`src/rtl/core/rotate_offset_kalman_position_defines.svh`:
```
// ----------------------------------------------------------------------------
// Assertion macros for the rotate-offset Kalman position block
// Each macro expands to a labeled concurrent assertion, or to nothing when
// assertions are switched off for the build.
// ----------------------------------------------------------------------------
`ifndef ROTATE_OFFSET_KALMAN_POSITION_DEFINES_SVH
`define ROTATE_OFFSET_KALMAN_POSITION_DEFINES_SVH

`ifndef ASSERT_OFF
`define ROKP_ASSERT_IMP(name, clk, rstn, ante, cons) \
    name: assert property (@(posedge clk) disable iff (!rstn) (ante) |-> (cons)) \
        else $error("rokp: assertion failed");
`define ROKP_ASSERT_NEXT(name, clk, rstn, ante, cons) \
    name: assert property (@(posedge clk) disable iff (!rstn) (ante) |=> (cons)) \
        else $error("rokp: assertion failed");
`else
`define ROKP_ASSERT_IMP(name, clk, rstn, ante, cons)
`define ROKP_ASSERT_NEXT(name, clk, rstn, ante, cons)
`endif

`endif

```
`src/rtl/core/rokp_pkg.sv`:
```
`default_nettype none
// ----------------------------------------------------------------------------
// Rotate-offset Kalman position package
// Register indexes, reset values and fixed widths of the position block.
// ----------------------------------------------------------------------------
package rokp_pkg;

    localparam int CFG_IDX_W = 3;
    localparam int COEF_W    = 16;
    localparam int VAR_W     = 24;
    localparam int ROT_FRAC  = 14;
    localparam int GAIN_FRAC = 16;
    localparam int ROT_HALF  = 1 << (ROT_FRAC - 1);
    localparam int GAIN_HALF = 1 << (GAIN_FRAC - 1);

    // One step per multiplier bit: the sign-extended coefficients and the gain are 17 bits wide.
    localparam int MUL_STEPS = GAIN_FRAC + 1;
    localparam int CNT_W     = 5;

    typedef logic [VAR_W-1:0]     var_t;
    typedef logic [COEF_W-1:0]    coef_t;
    typedef logic [GAIN_FRAC:0]   gain_t;
    typedef logic [CNT_W-1:0]     step_t;
    typedef logic [CFG_IDX_W-1:0] cfg_idx_t;

    localparam step_t LAST_STEP = step_t'(MUL_STEPS - 1);
    localparam gain_t GAIN_ONE  = gain_t'(1 << GAIN_FRAC);
    localparam var_t  VAR_MAX   = '1;

    localparam cfg_idx_t REG_FILTER_EN  = 3'd0;
    localparam cfg_idx_t REG_ROT_COS    = 3'd1;
    localparam cfg_idx_t REG_ROT_SIN    = 3'd2;
    localparam cfg_idx_t REG_ORIGIN_X   = 3'd3;
    localparam cfg_idx_t REG_ORIGIN_Y   = 3'd4;
    localparam cfg_idx_t REG_PROC_NOISE = 3'd5;
    localparam cfg_idx_t REG_MEAS_NOISE = 3'd6;

    localparam coef_t COS_RESET        = 16'd16384;
    localparam var_t  PROC_NOISE_RESET = 24'd655;
    localparam var_t  MEAS_NOISE_RESET = 24'd6554;
    localparam var_t  INIT_VAR_RESET   = 24'd6554;

endpackage
`default_nettype wire

```
`src/rtl/core/rotate_offset_kalman_position.sv`:
```
`default_nettype none
// ----------------------------------------------------------------------------
// Rotate-offset Kalman position filter
// Turns a local x,y position into north and east offsets about a configured
// origin and heading, with optional scalar Kalman smoothing on both axes.
// ----------------------------------------------------------------------------
// The block takes one position at a time. A position is transferred when
// in_valid is high and in_stall is low; in_stall stays high until the result
// has been placed in the output register, which holds it until the
// downstream side takes it, so a new position may enter while the previous
// result still waits. With filtering on, a position goes through two passes
// of 17 steps each through the bit-serial shift-and-add datapath; with
// filtering off, only through the first. The first pass rotates the position
// while the restoring divider forms the gain one quotient bit per step, the
// second applies the gain to both estimates and the variance. The initial
// variance register takes effect only at reset, where it always holds its
// reset value, so writes to it have no effect.
`include "rotate_offset_kalman_position_defines.svh"

module rotate_offset_kalman_position #(
    parameter int POS_WIDTH = 32
) (
    input  logic                              clk,
    input  logic                              rst_n,
    input  logic                              cfg_write,
    input  logic [rokp_pkg::CFG_IDX_W-1:0]    cfg_index,
    input  logic [((POS_WIDTH > rokp_pkg::VAR_W) ? POS_WIDTH : rokp_pkg::VAR_W)-1:0]
                                              cfg_data,
    input  logic                              in_valid,
    output logic                              in_stall,
    input  logic signed [POS_WIDTH-1:0]       pos_x,
    input  logic signed [POS_WIDTH-1:0]       pos_y,
    output logic                              out_valid,
    input  logic                              out_stall,
    output logic signed [POS_WIDTH-1:0]       north,
    output logic signed [POS_WIDTH-1:0]       east
);

    import rokp_pkg::*;

    localparam int W  = POS_WIDTH;
    localparam int DW = W + 1;
    localparam int SW = W + 2;
    localparam int AW = W + 19;
    localparam int QW = W + 5;
    localparam int VW = 42;
    localparam int PW = VAR_W + 1;
    localparam int NW = VAR_W + 2;
    localparam int RW = VAR_W + 3;

    localparam logic [2:0] ST_IDLE = 3'd0;
    localparam logic [2:0] ST_PREP = 3'd1;
    localparam logic [2:0] ST_ROT  = 3'd2;
    localparam logic [2:0] ST_RND  = 3'd3;
    localparam logic [2:0] ST_DIF  = 3'd4;
    localparam logic [2:0] ST_MUL  = 3'd5;
    localparam logic [2:0] ST_FIN  = 3'd6;
    localparam logic [2:0] ST_OUT  = 3'd7;

    localparam logic signed [QW-1:0] SAT_HI = {6'b000000, {(W-1){1'b1}}};
    localparam logic signed [QW-1:0] SAT_LO = {6'b111111, {(W-1){1'b0}}};

    function automatic logic [W-1:0] sat_pos(input logic signed [QW-1:0] v);
        logic [W-1:0] r;
        if (v > SAT_HI) begin
            r = SAT_HI[W-1:0];
        end else if (v < SAT_LO) begin
            r = SAT_LO[W-1:0];
        end else begin
            r = v[W-1:0];
        end
        return r;
    endfunction

    // Configuration registers.
    logic          filter_en_reg;
    coef_t         cos_reg;
    coef_t         sin_reg;
    logic [W-1:0]  origin_x_reg;
    logic [W-1:0]  origin_y_reg;
    var_t          proc_noise_reg;
    var_t          meas_noise_reg;

    // Control and filter state.
    logic [2:0]    state_reg, state_next;
    step_t         cnt_reg, cnt_next;
    logic          out_valid_reg, out_valid_next;
    logic [W-1:0]  north_est_reg, north_est_next;
    logic [W-1:0]  east_est_reg, east_est_next;
    var_t          err_var_reg, err_var_next;

    // Datapath.
    logic [DW-1:0] dx_reg, dx_next;
    logic [DW-1:0] dy_reg, dy_next;
    logic [SW-1:0] dsum_reg, dsum_next;
    logic [AW-1:0] acc_n_reg, acc_n_next;
    logic [AW-1:0] acc_e_reg, acc_e_next;
    logic [VW-1:0] acc_v_reg, acc_v_next;
    gain_t         ma_reg, ma_next;
    gain_t         mb_reg, mb_next;
    gain_t         mc_reg, mc_next;
    logic [RW-1:0] rem_reg, rem_next;
    gain_t         q_reg, q_next;
    logic [PW-1:0] p_reg, p_next;
    logic [NW-1:0] den_reg, den_next;
    gain_t         gain_reg, gain_next;
    logic [W-1:0]  rn_reg, rn_next;
    logic [W-1:0]  re_reg, re_next;
    logic [W-1:0]  north_reg, north_next;
    logic [W-1:0]  east_reg, east_next;

    logic          rot;
    logic          first;
    logic          out_load;
    logic [1:0]    n_code, e_code;
    logic [SW-1:0] n_pick, e_pick;
    logic [AW-1:0] n_term, e_term, n_add, e_add, n_base, e_base;
    logic [VW-1:0] v_base, v_add, v_rnd;
    logic [NW-1:0] v_new;
    logic [RW-1:0] trial;
    logic          ge;
    logic [PW-1:0] p_sum;
    logic [NW-1:0] den_sum;
    gain_t         cos17, sin17;
    logic [AW-1:0] rot_rnd_n, rot_rnd_e, kal_rnd_n, kal_rnd_e;
    logic [QW-1:0] kal_sum_n, kal_sum_e;
    logic [W+2:0]  kal_d_n, kal_d_e;

    assign in_stall  = (state_reg != ST_IDLE);
    assign out_valid = out_valid_reg;
    assign north     = north_reg;
    assign east      = east_reg;

    always_ff @(posedge clk or negedge rst_n)
    begin
        if (!rst_n)
        begin
            filter_en_reg  <= 1'b1;
            cos_reg        <= COS_RESET;
            sin_reg        <= '0;
            origin_x_reg   <= '0;
            origin_y_reg   <= '0;
            proc_noise_reg <= PROC_NOISE_RESET;
            meas_noise_reg <= MEAS_NOISE_RESET;
        end
        else if (cfg_write)
        begin
            unique case (cfg_index)
                REG_FILTER_EN:  filter_en_reg  <= cfg_data[0];
                REG_ROT_COS:    cos_reg        <= cfg_data[COEF_W-1:0];
                REG_ROT_SIN:    sin_reg        <= cfg_data[COEF_W-1:0];
                REG_ORIGIN_X:   origin_x_reg   <= cfg_data[W-1:0];
                REG_ORIGIN_Y:   origin_y_reg   <= cfg_data[W-1:0];
                REG_PROC_NOISE: proc_noise_reg <= cfg_data[VAR_W-1:0];
                REG_MEAS_NOISE: meas_noise_reg <= cfg_data[VAR_W-1:0];
                default:        ;
            endcase
        end
    end

    assign rot   = (state_reg == ST_ROT);
    assign first = (cnt_reg == '0);
    assign cos17 = {cos_reg[COEF_W-1], cos_reg};
    assign sin17 = {sin_reg[COEF_W-1], sin_reg};

    // North takes cos on dx and -sin on dy; east takes sin on dx and cos on dy.
    // In the gain pass both use the gain bit on their own difference.
    assign n_code = rot ? {ma_reg[GAIN_FRAC], mc_reg[GAIN_FRAC]} : {ma_reg[GAIN_FRAC], 1'b0};
    assign e_code = rot ? {mb_reg[GAIN_FRAC], ma_reg[GAIN_FRAC]} : {1'b0, ma_reg[GAIN_FRAC]};

    always_comb
    begin
        case (n_code)
            2'b10:   n_pick = {dx_reg[DW-1], dx_reg};
            2'b01:   n_pick = {dy_reg[DW-1], dy_reg};
            2'b11:   n_pick = dsum_reg;
            default: n_pick = '0;
        endcase
        case (e_code)
            2'b10:   e_pick = {dx_reg[DW-1], dx_reg};
            2'b01:   e_pick = {dy_reg[DW-1], dy_reg};
            2'b11:   e_pick = dsum_reg;
            default: e_pick = '0;
        endcase
    end

    assign n_term = {{(AW-SW){n_pick[SW-1]}}, n_pick};
    assign e_term = {{(AW-SW){e_pick[SW-1]}}, e_pick};
    assign n_add  = (rot && first) ? (AW'(0) - n_term) : n_term;
    assign e_add  = (rot && first) ? (AW'(0) - e_term) : e_term;
    assign n_base = first ? '0 : {acc_n_reg[AW-2:0], 1'b0};
    assign e_base = first ? '0 : {acc_e_reg[AW-2:0], 1'b0};

    assign v_base = first ? '0 : {acc_v_reg[VW-2:0], 1'b0};
    assign v_add  = mb_reg[GAIN_FRAC] ? {{(VW-PW){1'b0}}, p_reg} : '0;
    assign v_rnd  = acc_v_reg + VW'(GAIN_HALF);
    assign v_new  = v_rnd[VW-1:GAIN_FRAC];

    assign trial = first ? rem_reg : {rem_reg[RW-2:0], 1'b0};
    assign ge    = (trial >= {1'b0, den_reg});

    assign p_sum   = {1'b0, err_var_reg} + {1'b0, proc_noise_reg};
    assign den_sum = {1'b0, p_sum} + {2'b00, meas_noise_reg};

    assign rot_rnd_n = acc_n_reg + AW'(ROT_HALF);
    assign rot_rnd_e = acc_e_reg + AW'(ROT_HALF);
    assign kal_rnd_n = acc_n_reg + AW'(GAIN_HALF);
    assign kal_rnd_e = acc_e_reg + AW'(GAIN_HALF);
    assign kal_d_n   = kal_rnd_n[AW-1:GAIN_FRAC];
    assign kal_d_e   = kal_rnd_e[AW-1:GAIN_FRAC];
    assign kal_sum_n = {{5{north_est_reg[W-1]}}, north_est_reg} + {{2{kal_d_n[W+2]}}, kal_d_n};
    assign kal_sum_e = {{5{east_est_reg[W-1]}}, east_est_reg} + {{2{kal_d_e[W+2]}}, kal_d_e};

    assign out_load = (state_reg == ST_OUT) && (!out_valid_reg || !out_stall);

    always_comb
    begin
        state_next     = state_reg;
        cnt_next       = cnt_reg;
        north_est_next = north_est_reg;
        east_est_next  = east_est_reg;
        err_var_next   = err_var_reg;
        dx_next        = dx_reg;
        dy_next        = dy_reg;
        dsum_next      = dsum_reg;
        acc_n_next     = acc_n_reg;
        acc_e_next     = acc_e_reg;
        acc_v_next     = acc_v_reg;
        ma_next        = ma_reg;
        mb_next        = mb_reg;
        mc_next        = mc_reg;
        rem_next       = rem_reg;
        q_next         = q_reg;
        p_next         = p_reg;
        den_next       = den_reg;
        gain_next      = gain_reg;
        rn_next        = rn_reg;
        re_next        = re_reg;
        north_next     = north_reg;
        east_next      = east_reg;
        out_valid_next = out_valid_reg && out_stall;

        unique case (state_reg)
            ST_IDLE:
            begin
                if (in_valid)
                begin
                    dx_next    = {pos_x[W-1], pos_x} - {origin_x_reg[W-1], origin_x_reg};
                    dy_next    = {origin_y_reg[W-1], origin_y_reg} - {pos_y[W-1], pos_y};
                    state_next = ST_PREP;
                end
            end
            ST_PREP:
            begin
                dsum_next  = {dx_reg[DW-1], dx_reg} + {dy_reg[DW-1], dy_reg};
                p_next     = p_sum;
                den_next   = den_sum;
                rem_next   = {2'b00, p_sum};
                ma_next    = cos17;
                mb_next    = sin17;
                mc_next    = gain_t'(0) - sin17;
                cnt_next   = '0;
                state_next = ST_ROT;
            end
            ST_ROT:
            begin
                acc_n_next = n_base + n_add;
                acc_e_next = e_base + e_add;
                rem_next   = ge ? (trial - {1'b0, den_reg}) : trial;
                q_next     = {q_reg[GAIN_FRAC-1:0], ge};
                ma_next    = {ma_reg[GAIN_FRAC-1:0], 1'b0};
                mb_next    = {mb_reg[GAIN_FRAC-1:0], 1'b0};
                mc_next    = {mc_reg[GAIN_FRAC-1:0], 1'b0};
                cnt_next   = cnt_reg + step_t'(1);
                if (cnt_reg == LAST_STEP)
                begin
                    state_next = ST_RND;
                end
            end
            ST_RND:
            begin
                rn_next    = sat_pos(rot_rnd_n[AW-1:ROT_FRAC]);
                re_next    = sat_pos(rot_rnd_e[AW-1:ROT_FRAC]);
                // Error, process and measurement variances all zero means a zero denominator, and the gain is zero.
                gain_next  = (den_reg == '0) ? '0 : q_reg;
                state_next = filter_en_reg ? ST_DIF : ST_OUT;
            end
            ST_DIF:
            begin
                dx_next    = {rn_reg[W-1], rn_reg} - {north_est_reg[W-1], north_est_reg};
                dy_next    = {re_reg[W-1], re_reg} - {east_est_reg[W-1], east_est_reg};
                ma_next    = gain_reg;
                mb_next    = GAIN_ONE - gain_reg;
                cnt_next   = '0;
                state_next = ST_MUL;
            end
            ST_MUL:
            begin
                acc_n_next = n_base + n_add;
                acc_e_next = e_base + e_add;
                acc_v_next = v_base + v_add;
                ma_next    = {ma_reg[GAIN_FRAC-1:0], 1'b0};
                mb_next    = {mb_reg[GAIN_FRAC-1:0], 1'b0};
                cnt_next   = cnt_reg + step_t'(1);
                if (cnt_reg == LAST_STEP)
                begin
                    state_next = ST_FIN;
                end
            end
            ST_FIN:
            begin
                north_est_next = sat_pos(kal_sum_n);
                east_est_next  = sat_pos(kal_sum_e);
                err_var_next   = (v_new > {2'b00, VAR_MAX}) ? VAR_MAX : v_new[VAR_W-1:0];
                state_next     = ST_OUT;
            end
            ST_OUT:
            begin
                if (out_load)
                begin
                    north_next     = filter_en_reg ? north_est_reg : rn_reg;
                    east_next      = filter_en_reg ? east_est_reg : re_reg;
                    out_valid_next = 1'b1;
                    state_next     = ST_IDLE;
                end
            end
            default:
            begin
                state_next = ST_IDLE;
            end
        endcase
    end

    always_ff @(posedge clk or negedge rst_n)
    begin
        if (!rst_n)
        begin
            state_reg     <= ST_IDLE;
            cnt_reg       <= '0;
            out_valid_reg <= 1'b0;
            north_est_reg <= '0;
            east_est_reg  <= '0;
            err_var_reg   <= INIT_VAR_RESET;
        end
        else
        begin
            state_reg     <= state_next;
            cnt_reg       <= cnt_next;
            out_valid_reg <= out_valid_next;
            north_est_reg <= north_est_next;
            east_est_reg  <= east_est_next;
            err_var_reg   <= err_var_next;
        end
    end

    always_ff @(posedge clk)
    begin
        dx_reg    <= dx_next;
        dy_reg    <= dy_next;
        dsum_reg  <= dsum_next;
        acc_n_reg <= acc_n_next;
        acc_e_reg <= acc_e_next;
        acc_v_reg <= acc_v_next;
        ma_reg    <= ma_next;
        mb_reg    <= mb_next;
        mc_reg    <= mc_next;
        rem_reg   <= rem_next;
        q_reg     <= q_next;
        p_reg     <= p_next;
        den_reg   <= den_next;
        gain_reg  <= gain_next;
        rn_reg    <= rn_next;
        re_reg    <= re_next;
        north_reg <= north_next;
        east_reg  <= east_next;
    end

    `ROKP_ASSERT_NEXT(a_accept_goes_busy, clk, rst_n, in_valid && !in_stall, in_stall)
    `ROKP_ASSERT_IMP(a_result_from_out, clk, rst_n, $rose(out_valid_reg), $past(state_reg) == ST_OUT)
    `ROKP_ASSERT_NEXT(a_state_only_in_fin, clk, rst_n, state_reg != ST_FIN, $stable(north_est_reg) && $stable(east_est_reg) && $stable(err_var_reg))
    `ROKP_ASSERT_IMP(a_gain_range, clk, rst_n, state_reg == ST_DIF, gain_reg <= GAIN_ONE)
    `ROKP_ASSERT_IMP(a_step_range, clk, rst_n, state_reg == ST_ROT || state_reg == ST_MUL, cnt_reg <= LAST_STEP)

endmodule
`default_nettype wire

```
`config.mk`:
```
export PLATFORM = sky130hd
export DESIGN_NAME = rotate_offset_kalman_position
export DESIGN_NICKNAME = d
export VERILOG_FILES = /design/src/rtl/core/rokp_pkg.sv /design/src/rtl/core/rotate_offset_kalman_position.sv
export VERILOG_INCLUDE_DIRS = /design/src /design/src/rtl/core
export SDC_FILE = /design/constraint.sdc
export NUM_CORES = 2
export LEC_CHECK = 0
export ABC_AREA = 0
export ABC_CLOCK_PERIOD_IN_PS = 9900
export BUFFER_PORTS_ARGS = -buffer_cell sky130_fd_sc_hd__clkbuf_2
export CAP_MARGIN = 20
export CORE_MARGIN = 1.5
export CORE_UTILIZATION = 60
export CTS_CLUSTER_SIZE = 40
export DETAILED_ROUTE_END_ITERATION = 7
export PLACE_DENSITY = 0.77
export SLEW_MARGIN = 5
export SYNTH_ARGS = -nofsm -noshare
export SYNTH_HDL_FRONTEND = slang
export SYNTH_SLANG_ARGS = --single-unit
```
`constraint.sdc`:
```
create_clock -name clk -period 9.9 [get_ports clk]
set_clock_uncertainty 0.2 [all_clocks]
set_input_delay 0 -clock clk [delete_from_list [all_inputs] [get_ports clk]]
set_output_delay 0 -clock clk [all_outputs]
set_load 0.005 [all_outputs]
```
==> impl_metrics.yaml <==
cells_and_area:
  postLayoutCoreUtil: 0.6744
  multi_input_area_mm2: 0.03448
  finalNonFillerCells: 7823
  fillers: 7443
  fin_nets: 7009
  layout_common_cells: "564 x nand2_1, 535 x edfxtp_1, 432 x nor2_1"
  syn2layout_area_growth_pct: 11.24
  final_common_cell: "nand2_1"
  seq_area_mm2: 0.02216
  drive_gt1_frac: 0.1065
worst_setup_path:
  required_ns: 10.16
  slowest_stage: "edfxtp_1"
  cp_num_buf_inv: 3
  worstPathArrival_ns: 8.25
  reg2reg_depth: 27
  cp-end-kind: "register"
  crit_family: "compound AO/OA/AOI/OAI gates"
  slowest_delay_ns: 0.92
  path_max_fanout: 29
  path_depth: 27
  path_class: "reg2reg"
  cp-start-kind: "register"
timing:
  rsz0062_at_grt: "false"
  fin_setup_tns_ns: 0
  min_period_over_period: 0.8072
  max_freq_mhz: 125.1
  slew_violations: 0
  worst_pin_slew_ns: 1.305
  fin_crit_ns: 7.991
  finalSetupViolCount: 0
  max-slew-margin-rel: 0.1076
  hold_viol: 0
drt:
  routedWlPerCell_um: 23.50
  wirelength_um: 183900
  drt-vias-per-instance: 6.494
  drtAntennaViolNets: 0
  dr.pass1.iters: 8
  vias: 50800
  dr.first_iter.drc_count: 5748
  drc: 8
clocking:
  cts_setup_buffers: 0
  cts.sinks: 777
  htree_levels: 3
  path_clk_slew_ns: 0.07
  max-clock-path-buffers: 3
  root_buffer: "clkbuf_16"
  clk_latency_ns: 0.71
  numCtsBuffers: 89
  cts_tree: "built"
placement:
  post-place-cells: 7516
  hpwl_um: 134100
  numPortBuffers: 169
  gp_congestion: 1.007
run:
  max_cap_violations: 0
floorplan:
  start_util: 0.6062
  ioPinCount: 170
  core_mm2: 0.09685
  die-height_um: 315.8
  die_w_um: 315.8
  placementRows: 114
  die_area_mm2: 0.09974
yosys:
  avgSynthCellArea_um2: 9.345
  netlist_area_mm2: 0.05871
  synth_cell_types: 103
  synthFlopType: "edfxtp_1"
  async_reset_ff_frac: 0.3115
  syn_inst: 6283
  synth-seq-area-share: 0.3772
  syn_nets: 6827
  synth.ff_latch_count: 777
  ys_warn_count: 0
  synth_edf_count: 535
global_routing:
  antenna_found_initial: 10
  grt_max_degree: 172
  grt_pass1_vias: 48420
  grt_usage: 0.3631
  grt_pass1_wl_um: 280100
  grt.overflow.total: 0
outcome:
  status: "complete, but fails checks"
  violations: "design-rule violations"
worst_hold_path:
  hold_class: "in2reg"
  min_delay_path_depth: 3
## stage by stage
stage | worst slack (ns) | instance area, um2 | hold WS, ns
after global placement | 2.217 | 60740 | -0.1839
after detailed placement | 2.106 | 60740 | -0.1784
after floorplan | 2.525 | 58710 | -0.4956
after CTS | 2.104 | 65250 | 0.004778
final | 1.909 | 65310 | 0.03697
after global routing | 1.382 | 65300 | 0.03880
## cell usage after synthesis (all sizes together) (40+ instances only)
cell type  number  area share
o21ai         381       0.033
nor2b          74      0.0079
and3           61      0.0065
o211ai         42      0.0055
o21a           60      0.0077
inv           313       0.020
nand3         129       0.011
o22ai          82      0.0087
o31ai          40      0.0053
nand2b         71      0.0076
dfrtp         220       0.094
clkbuf        217       0.014
mux2          206       0.040
o21bai         44      0.0056
xnor2         377       0.056
or3            64      0.0068
nand2         566       0.036
edfxtp        535        0.27
nor4           45      0.0052
o221ai         42      0.0063
xor2          247       0.037
a31oi          71      0.0078
ha            427       0.091
nor3          109      0.0093
buf            55      0.0045
and2          148       0.016
nor2          440       0.028
nand4          76      0.0081
a21oi         433       0.037
a21o          200       0.026
mux2i         108       0.018
## cell families after synthesis
logic type / synth area share
adder cells (fa/ha/maj): 0.09543
multiplexers: 0.05792
AO/OA/AOI/OAI: 0.1828
AND/OR/NAND/NOR: 0.1550
XOR/XNOR: 0.09321
buffers and inverters: 0.03840
flip-flops: 0.3772
## per-layer routing
layer  part of all wire  track usage  wire [um]  vias up
met4              0.047       0.1581       8726        4
met1               0.41       0.4817      74790    24580
met2               0.46       0.5876      84360     2451
li1                   -            -          -    23310
met3              0.087      0.05943      15980      463
met5            0.00011            0         20        -
## worst register-to-register path: stages (launching register included)
cell	delay, ns
edfxtp_1	0.92
and4bb_1	0.30
buf_4	0.32
mux2i_1	0.28
a32oi_1	0.13
nor4b_1	0.38
nor2b_1	0.42
nand3_1	0.18
nor3b_1	0.25
buf_4	0.17
nand4b_1	0.18
inv_1	0.13
a21oi_1	0.09
xor2_1	0.19
ha_1	0.38
a21oi_1	0.16
o21bai_1	0.07
a21oi_1	0.20
o22ai_1	0.14
or4_1	0.49
o22ai_1	0.41
o31ai_1	0.18
a221oi_2	0.37
o311ai_1	0.27
a21oi_2	0.29
o21ai_1	0.14
o22ai_1	0.18
mux2_1	0.34
## final timing paths
check                      slack [ns]    startpoint                  to
setup / recovery                 1.91    mb_reg[16]       acc_e_reg[48]
hold reg to reg                  0.23      q_reg[6]            q_reg[7]
min in group asynchronous        0.32         rst_n         cos_reg[14]
setup reg to reg                 1.91    mb_reg[16]       acc_e_reg[48]
max in group asynchronous        7.76         rst_n     err_var_reg[11]
hold / removal                   0.04  cfg_data[20]  meas_noise_reg[20]
## what timing repair did
item                                    4_1_cts  5_1_grt
gates resized for setup                       0        0
hold endpoints to repair                    384        0
endpoints found under the setup margin        0        0
hold buffers                                131        0
## layout make-up
class	count	share of cell area
timing repair buffer	363	0.04148
clock buffer	130	0.04069
multi-input combinational	4920	0.5279
tap	1276	0.02444
clock inverter	38	0.007989
antenna	5	0.0001916
inverter	314	0.01810
sequential	777	0.3392
Power is not shown: default switching activity piles up to over one toggle a cycle in this logic, so the estimate is an artifact.
